==> src/rtl/sms_pkg.sv <==
// shared types, constants and opcodes for the stack machine step unit
`default_nettype none
package sms_pkg;

    localparam int unsigned MEM_BYTES_DEF          = 65536;
    localparam int unsigned RETURN_STACK_BYTES_DEF = 1024;

    typedef logic [15:0] word_t;
    typedef logic [7:0]  byte_t;

    // commands
    localparam logic [1:0] CMD_WRITE = 2'd0;
    localparam logic [1:0] CMD_READ  = 2'd1;
    localparam logic [1:0] CMD_EXEC  = 2'd2;

    // opcodes
    localparam byte_t OP_PSH = 8'd0;
    localparam byte_t OP_POP = 8'd1;
    localparam byte_t OP_DUP = 8'd2;
    localparam byte_t OP_SWP = 8'd3;
    localparam byte_t OP_ROT = 8'd4;
    localparam byte_t OP_OVR = 8'd5;
    localparam byte_t OP_ADD = 8'd6;
    localparam byte_t OP_SUB = 8'd7;
    localparam byte_t OP_MUL = 8'd8;
    localparam byte_t OP_DIV = 8'd9;
    localparam byte_t OP_NOT = 8'd10;
    localparam byte_t OP_AND = 8'd11;
    localparam byte_t OP_OR  = 8'd12;
    localparam byte_t OP_SHL = 8'd13;
    localparam byte_t OP_SHR = 8'd14;
    localparam byte_t OP_EQU = 8'd15;
    localparam byte_t OP_SLT = 8'd16;
    localparam byte_t OP_JMP = 8'd17;
    localparam byte_t OP_JAL = 8'd18;
    localparam byte_t OP_BRA = 8'd19;
    localparam byte_t OP_RET = 8'd20;
    localparam byte_t OP_LDR = 8'd21;
    localparam byte_t OP_STR = 8'd22;
    localparam byte_t OP_LDW = 8'd23;
    localparam byte_t OP_STW = 8'd24;

    // request to the shared alu
    typedef struct packed {
        logic  start;
        byte_t op;
        word_t b;
        word_t a;
    } alu_req_t;

    typedef struct packed {
        logic  done;
        word_t result;
    } alu_rsp_t;

endpackage
`default_nettype wire

==> src/rtl/sms_alu.sv <==
// shared alu: registered ops and a bit-serial restoring divider
`default_nettype none
module sms_alu (
    input  wire logic            clk,
    input  wire logic            rst_n,
    input  wire sms_pkg::alu_req_t req,
    output sms_pkg::alu_rsp_t    rsp
);
    import sms_pkg::*;

    logic        busy_reg, busy_next;
    logic [4:0]  cnt_reg, cnt_next;
    word_t       quo_reg, quo_next;
    logic [16:0] rem_reg, rem_next;
    word_t       div_reg, div_next;
    logic        done_reg, done_next;
    word_t       res_reg, res_next;
    logic [16:0] trial;
    logic [31:0] prod;

    assign prod  = {16'd0, req.b} * {16'd0, req.a};
    assign trial = {rem_reg[15:0], quo_reg[15]} - {1'b0, div_reg};

    // op select and divider steps
    always_comb
    begin
        busy_next = busy_reg;
        cnt_next  = cnt_reg;
        quo_next  = quo_reg;
        rem_next  = rem_reg;
        div_next  = div_reg;
        done_next = 1'b0;
        res_next  = res_reg;
        if (busy_reg)
        begin
            if (!trial[16])
            begin
                rem_next = trial;
                quo_next = {quo_reg[14:0], 1'b1};
            end
            else
            begin
                rem_next = {rem_reg[15:0], quo_reg[15]};
                quo_next = {quo_reg[14:0], 1'b0};
            end
            cnt_next = cnt_reg - 5'd1;
            if (cnt_reg == 5'd1)
            begin
                busy_next = 1'b0;
                done_next = 1'b1;
                res_next  = quo_next;
            end
        end
        else if (req.start)
        begin
            done_next = 1'b1;
            unique case (req.op)
                OP_ADD: res_next = req.b + req.a;
                OP_SUB: res_next = req.b - req.a;
                OP_MUL: res_next = prod[15:0];
                OP_DIV:
                begin
                    if (req.a == 16'd0)
                        res_next = 16'hFFFF;
                    else
                    begin
                        done_next = 1'b0;
                        busy_next = 1'b1;
                        cnt_next  = 5'd16;
                        quo_next  = req.b;
                        rem_next  = 17'd0;
                        div_next  = req.a;
                    end
                end
                OP_AND: res_next = req.b & req.a;
                OP_OR:  res_next = req.b | req.a;
                OP_SHL: res_next = (req.a >= 16'd16) ? 16'd0 : (req.b << req.a[3:0]);
                OP_SHR: res_next = (req.a >= 16'd16) ? 16'd0 : (req.b >> req.a[3:0]);
                OP_EQU: res_next = {15'd0, req.b == req.a};
                OP_NOT: res_next = {15'd0, req.a == 16'd0};
                default: res_next = {15'd0, req.b < req.a};
            endcase
        end
    end

    always_ff @(posedge clk or negedge rst_n)
    begin
        if (!rst_n)
        begin
            busy_reg <= 1'b0;
            cnt_reg  <= 5'd0;
            done_reg <= 1'b0;
        end
        else
        begin
            busy_reg <= busy_next;
            cnt_reg  <= cnt_next;
            done_reg <= done_next;
        end
    end

    always_ff @(posedge clk)
    begin
        quo_reg <= quo_next;
        rem_reg <= rem_next;
        div_reg <= div_next;
        res_reg <= res_next;
    end

    assign rsp.done   = done_reg;
    assign rsp.result = res_reg;
endmodule
`default_nettype wire

==> config.mk <==
export PLATFORM = sky130hd
export DESIGN_NAME = sms_alu
export DESIGN_NICKNAME = d
export VERILOG_FILES = /design/src/rtl/sms_pkg.sv /design/src/rtl/sms_alu.sv
export SDC_FILE = /design/constraint.sdc
export NUM_CORES = 1
export LEC_CHECK = 0
export BUFFER_PORTS_ARGS = -buffer_cell sky130_fd_sc_hd__buf_4
export CAP_MARGIN = 10
export CORE_MARGIN = 4
export CORE_UTILIZATION = 40
export CTS_CLUSTER_SIZE = 20
export DETAILED_ROUTE_END_ITERATION = 8
export RECOVER_POWER = 50
export SLEW_MARGIN = 20
export SYNTH_ARGS = -nofsm -noshare
export SYNTH_HDL_FRONTEND = slang
export SYNTH_SLANG_ARGS = --single-unit
==> constraint.sdc <==
create_clock -name clk -period 5.8 [get_ports clk]
set_input_delay 0.58 -clock clk [delete_from_list [all_inputs] [get_ports clk]]
set_output_delay 0.58 -clock clk [all_outputs]
set_load 0.005 [all_outputs]
==> results of run 1 <==
-- synthesized netlist by cell type (21+ instances only) --
cell type,instances
inv_1,183
nor2_1,155
nand2_1,147
ha_1,118
o21ai_0,89
a21oi_1,84
fa_1,82
edfxtp_1,64
xnor2_1,47
clkbuf_1,38
mux2i_1,24
nand3_1,21
nor3_1,21
-- cells in the final DEF, fill, tap and decap left out, types with 9 or more instances in the layout --
| cell type | count |
|---|---|
| inv_1 | 180 |
| clkbuf_4 | 16 |
| a221oi_1 | 17 |
| a21oi_1 | 84 |
| nor4_1 | 10 |
| fa_1 | 82 |
| nor2b_1 | 9 |
| clkbuf_1 | 20 |
| xnor2_1 | 47 |
| nor3_1 | 21 |
| nand2_1 | 147 |
| a21o_1 | 12 |
| edfxtp_1 | 64 |
| ha_1 | 117 |
| mux2i_1 | 24 |
| o21ai_0 | 89 |
| nor2_1 | 152 |
| nand3_1 | 21 |
| buf_4 | 126 |
| clkbuf_16 | 9 |
| a211oi_1 | 17 |
-- worst max path at each step --
| stage | slack, ns | cells after the start | from | to |
|---|---|---|---|---|
| 4_1_cts | 0.22 | 21 | req[22] | res_reg[14] |
| 3_3_place_gp | -0.07 | 20 | req[22] | res_reg[12] |
| 2_1_floorplan | -0.01 | 19 | req[2] | res_reg[12] |
| 3_5_place_dp | -0.12 | 21 | req[22] | res_reg[14] |
| 6_report | 0.25 | 22 | req[9] | res_reg[14] |
| 5_1_grt | -0.007 | 23 | req[22] | res_reg[15] |
-- cell type report --
| type | instances | area, µm² |
|---|---|---|
| fillers | 2662 | 14400 |
| multi-input cells | 1018 | 7880 |
| flip-flops and latches | 71 | 2100 |
| repair buffers | 164 | 1160 |
| inverters | 192 | 729 |
| well taps | 341 | 427 |
| clock buffers | 9 | 225 |
| clock inverters | 7 | 128 |
-- per-stage QoR --
| step | instances | hold WS [ns] | util (%) |
|---|---|---|---|
| final | 1802 | 0.134 | 46.8 |
| after global routing | 1802 | 0.171 | 46.8 |
| after floorplan | 1348 | 0.284 | - |
| after detailed placement | 1786 | 0.403 | 45.7 |
| after CTS | 1802 | 0.0372 | 47.0 |
| after global placement | 1786 | 0.401 | 45.7 |
-- per-layer routing --
layer | share of wire (%) | global-route usage [%] | vias up
li1 | - | - | 4817
met1 | 44 | 35.2 | 4967
met2 | 46 | 40.3 | 444
met3 | 7.7 | 3.61 | 60
met4 | 2.8 | 7.03 | 2
met5 | 0.027 | 0 | -
-- power by group --
group	total, W	internal [W]	switching, W
logic	0.00273	0.00129	0.00144
registers	0.000634	0.000608	0.0000255
clock network	0.000667	0.000427	0.000240
-- cell families (layout without fill, tap and decap cells) --
kind of cell	after synthesis	in the layout	share of synthesized area [%]
buf+inv	259	372	9.71
mux	33	33	3.30
simple gates	412	412	16.6
flops	71	71	19.0
xor+xnor	56	56	4.52
compound gates	317	317	18.5
fa+ha+maj	200	200	28.3
==> reports/results.txt, run 1 <==
Crit Path Class: in2reg
cell family with most CP delay: adder cells
DRT Pass-1 Iters: 6
vias in the first global route: 10,200
worst min path class: in2async
top-area cell type share of the netlist area: 17.4%
Routed WL: 37,700 µm
Clock transition at path regs: 0.07 ns
All-Layer GR Usage: 25.0%
Worst Path Arrival: 5.71 ns
Remaining DRCs: 0
Final Power: 0.00403 W
reg2reg setup slack: 1.80 ns
post-synthesis average cell area: 8.17 µm²
latest clock arrival within the worst-skew pair: 0.34 ns
CP endpoint kind: register
Final Hold Fails: 0
relative slew slack: -30.2%
Core Box Area: 0.0270 mm²
startpoint class of the critical path: input port
final instance area: 0.0127 mm²
asr flop ratio synth: 9.86%
YS warnings: 0
Synth Cell Area: 0.0110 mm²
Detail Route Antenna Nets: 0
Layout area overhead: 14.8%
RSZ-0062 raised after global routing: true
synthesis-stage register bit count: 71
CTS Buf Count: 9
post-cts hold buffer count: 0
fin crit share: 95.7%
FMAX: 180 MHz
setup TNS: 0 ns
CTS HTree Levels: 3
Reg-to-Reg End: res_reg[12]
vias per cell: 5.71
cells after synthesis: 1,348
die width: 174 µm
Initial Util: 40.8%
Period minus WS final: 5.55 ns
Antenna diodes: 0
DP Wirelength: 30,100 µm
Reg-to-Reg Start: busy_reg
CP bufs+invs: 7
gr ovfl total: 0
Site Rows: 60
number of synthesized flops with an enable pin: 64
cell accounting for the most synthesized area: edfxtp_1
syn_nets: 1,591
Clock Tree Buf Depth: 2
Die Ht: 174 µm
share of cells above drive strength 1: 13.9%
maxcap violations: 2
setup bufs post-CTS: 0
WL/cell: 20.9 µm
Area contributors post-synth: edfxtp_1 (17%), fa_1 (15%), ha_1 (13%)
layout net count: 1,699
Area after DPL: 0.0123 mm²
failing checks: max-capacitance violations, max-slew violations
Leak Pwr: 5.68 nW
Final Worst Setup Slack: 0.250 ns
Die Area: 0.0303 mm²
largest net degree at the start of global routing: 41
Port Buffers: 59
clk_skew: 0.0106 ns
Place WS: -0.123 ns
PostCTS Resize Cnt: 0
main flop type after synthesis: edfxtp_1
status: finished with violations
Distinct cells, synth: 85
GPL Wtd Cong: 0.997
pwr/cell area: 318 mW/mm²
peak supply drop: 403 µV
Slew Viols, Final: 79
Largest stage delay, worst path: 0.54 ns
CTS root buffer: clkbuf_16
TritonCTS clock tree: yes
via count: 10,300
I/O pins: 60
CP max FO: 9
R2R cell count: 6
endpoints failing setup: 0
initial antenna violation count: 1
sequential area share after synthesis: 19.0%
first-pass GRT wire length: 59,600 µm
measured slew at the worst slew-check pin: 1.95 ns
Cell Chain, Critical Path: buf_4 -> clkbuf_1 -> nand2_1 -> fa_1 -> inv_1 -> ha_1 -> inv_1 -> fa_1 -> fa_1 -> inv_1 -> fa_1 -> inv_1 -> fa_1 -> inv_1 -> ha_1 -> a21o_1 -> or3_1 -> o21ba_2 -> a31oi_1 -> xnor2_1 -> nand2_1 -> a32oi_1
clk sink count: 71
Crit-path slowest cell: fa_1
CP Data Required Time: 5.96 ns
DR iter-0 viols: 1,184
Note: power is estimated with default switching activity, not from simulation.
==> run 2: changes to the inputs <==
--- a/config.mk
+++ b/config.mk
@@ -11,6 +11,7 @@
 export CORE_UTILIZATION = 40
 export CTS_CLUSTER_SIZE = 20
 export DETAILED_ROUTE_END_ITERATION = 8
+export MAX_ROUTING_LAYER = met4
 export RECOVER_POWER = 50
 export SLEW_MARGIN = 20
 export SYNTH_ARGS = -nofsm -noshare
==> run 2 against run 1 <==
- the run still ends with max-capacitance violations, max-slew violations left
- via count is 0.58% lower
- critical path type unchanged
- register-to-register slack worse by 0.03 ns
- sequential power about the same
- sequential share of layout area grew 0.13 points
- sequential cell count unchanged
- core utilization shrank 0.36 points
- hold slack hardly changed
- non-clock buffer count shrank 6
- clock skew rose by 0.0031 ns
- count of clock-buffer cells in the layout grew 1
- largest power group unchanged
==> reports/results.txt, run 2 (synthesis gave the netlist of run 1 again) <==
initial antenna violation count: 2 (+1)
Crit Path Class: in2reg
DR iter-0 viols: 1,210 (+2.2%)
relative slew slack: -34.0% (-3.8 points)
Clock Tree Buf Depth: 2 (unchanged)
pwr/cell area: 313 mW/mm² (-1.8%)
GPL Wtd Cong: 1.03 (+2.9%)
layout net count: 1,693 (-0.35%)
DRT Pass-1 Iters: 5 (-1)
DP Wirelength: 30,200 µm (+0.25%)
Layout area overhead: 13.9%
fillers: 2,688 (+0.98%)
status: finished with violations
CP endpoint kind: register
Period minus WS final: 5.60 ns (+0.0481 ns)
CP bufs+invs: 8 (+1)
CTS root buffer: clkbuf_16
I/O pins: 60 (unchanged)
FF+latch area: 0.00210 mm² (unchanged)
most frequent cells in the layout: inv_1 (182), nor2_1 (152), nand2_1 (147)
failing checks: max-capacitance violations, max-slew violations
Final Hold Fails: 0 (unchanged)
Die Area: 0.0303 mm² (unchanged)
Hold WS: 0.134 ns (+0.000223 ns)
startpoint class of the critical path: input port
die width: 174 µm (unchanged)
measured slew at the worst slew-check pin: 2.01 ns (+0.0568 ns)
Core Box Area: 0.0270 mm² (unchanged)
Site Rows: 60 (unchanged)
CP Data Required Time: 5.99 ns (+0.03 ns)
Initial Util: 40.8% (unchanged)
latest clock arrival within the worst-skew pair: 0.35 ns (about the same)
WL/cell: 21.1 µm (+0.80%)
gr ovfl total: 0 (unchanged)
internal power: 0.00222 W (-4.2%)
Clock power frac: 14.4% (-2.2 points)
Clock transition at path regs: 0.06 ns (about the same)
Flop pwr share: 16.1% (+0.4 points)
Remaining DRCs: 0 (unchanged)
Area after DPL: 0.0123 mm² (-0.36%)
reg2reg setup slack: 1.77 ns (-0.03 ns)
CP max FO: 6 (-3)
Comb power frac: 69.4% (+1.7 points)
endpoints failing setup: 0 (unchanged)
CTS Buf Count: 9 (unchanged)
CP most frequent cell: inv_1
All-Layer GR Usage: 25.5% (+0.55 points)
sw frac: 43.3% (+0.96 points)
maxcap violations: 4 (+2)
final instance area: 0.0126 mm² (-0.77%)
Cell Chain, Critical Path: buf_4 -> clkinv_1 -> nor2_2 -> fa_1 -> inv_1 -> fa_1 -> inv_1 -> ha_1 -> inv_1 -> fa_1 -> inv_1 -> fa_1 -> inv_1 -> fa_1 -> inv_1 -> ha_1 -> or3_1 -> o211a_1 -> a221o_1 -> a31oi_1 -> xnor2_1 -> nand2_1 -> a41oi_2
Largest stage delay, worst path: 0.52 ns (-0.02 ns)
CTS HTree Levels: 3 (unchanged)
Port Buffers: 59 (unchanged)
vias per cell: 5.69 (-0.36%)
first-pass GRT wire length: 58,700 µm (-1.6%)
clk_skew: 0.0137 ns (+0.00312 ns)
Routed WL: 38,000 µm (+0.58%)
Die Ht: 174 µm (unchanged)
Final Power: 0.00392 W (-2.6%)
vias in the first global route: 10,100 (-1.0%)
via count: 10,200 (-0.58%)
FMAX: 179 MHz (-0.86%)
post-cts hold buffer count: 0 (unchanged)
Worst Path Arrival: 5.79 ns (+0.08 ns)
worst min path class: in2async
peak supply drop: 400 µV (-0.69%)
Detail Route Antenna Nets: 0 (unchanged)
most common cell after layout, fill and taps aside: inv_1
switching power: 0.00170 W (-0.37%)
clk sink count: 71 (unchanged)
share of cells above drive strength 1: 13.3% (-0.56 points)
largest net degree at the start of global routing: 42 (+2.4%)
TritonCTS clock tree: yes
Multi-input gate area: 0.00787 mm² (-0.17%)
Slew Viols, Final: 143 (+81%)
Leak Pwr: 5.64 nW (-0.70%)
cell family with most CP delay: adder cells
fin crit share: 96.5% (+0.83 points)
Crit-path slowest cell: fa_1
==> run 2: per-layer routing <==
metal / vias to the layer above / track usage (%) / routed length (µm)
met5: - / - / 0
met4: 0 / 9.14 / 1270
met3: 86 / 3.85 / 2970
met2: 434 / 38.6 / 17200
met1: 4914 / 35.0 / 16600
li1: 4796 / - / -
==> run 2: stage by stage <==
| step | std cells | util, % | setup slack (ns) | setup TNS (ns) |
|---|---|---|---|---|
| finish | 1798 | 46.4 | 0.202 | 0 |
| global route | 1798 | 46.4 | -0.00895 | -0.00895 |
| CTS | 1796 | 46.6 | 0.195 | 0 |
| detailed placement | 1780 | 45.5 | -0.171 | -0.483 |
| global placement | 1780 | 45.5 | -0.0632 | -0.180 |
| floorplan | 1348 | - | -0.0142 | -0.0142 |
==> run 2: path summary, 6_finish.rpt <==
path | depth (start not counted) | startpoint | endpoint
setup / recovery | 23 | req[5] | res_reg[15]
hold / removal | 1 | rst_n | busy_reg
setup reg to reg | 11 | rem_reg[1] | rem_reg[4]
hold reg to reg | 1 | cnt_reg[4] | cnt_reg[4]
max in group asynchronous | 1 | rst_n | done_reg
min in group clk | 1 | cnt_reg[4] | cnt_reg[4]
==> run 2: final cells by class <==
type | instances | share of cell area [%]
Inverter | 192 | 5.78
Antenna cell | 2 | 0.0399
Clock buffer | 10 | 1.82
Timing Repair Buffer | 158 | 9.04
Multi-Input combinational cell | 1018 | 62.7
Clock inverter | 6 | 0.548
Tap cell | 341 | 3.40
Sequential cell | 71 | 16.7
==> run 2: repair_timing <==
item | CTS | global route
hold endpoints to repair | 0 | 0
setup buffers | 0 | 0
resized for setup | 0 | 6
endpoints found under the setup margin | 0 | 3
==> run 2: power groups by stage <==
stage / combinational, W / clock [W] / sequential, W
6_report: 0.00272 / 0.000566 / 0.000633
5_1_grt: 0.00302 / 0.000593 / 0.000638
4_1_cts: 0.00270 / 0.000575 / 0.000633
3_5_place_dp: 0.00268 / 0 / 0.000643
3_3_place_gp: 0.00265 / 0 / 0.000643
2_1_floorplan: 0.00177 / 0 / 0.000639
==> run 2: worst register-to-register path, delay by kind of cell (launching register included) <==
kind	cells	cell delay, ns
AOI/OAI and AO/OA	5	1.19
buffers and inverters	1	1.11
DFF	1	0.42
adders and majority gates	1	0.36
muxes	1	0.32
and+or+nand+nor	2	0.23
xor gates and xnor gates	1	0.13
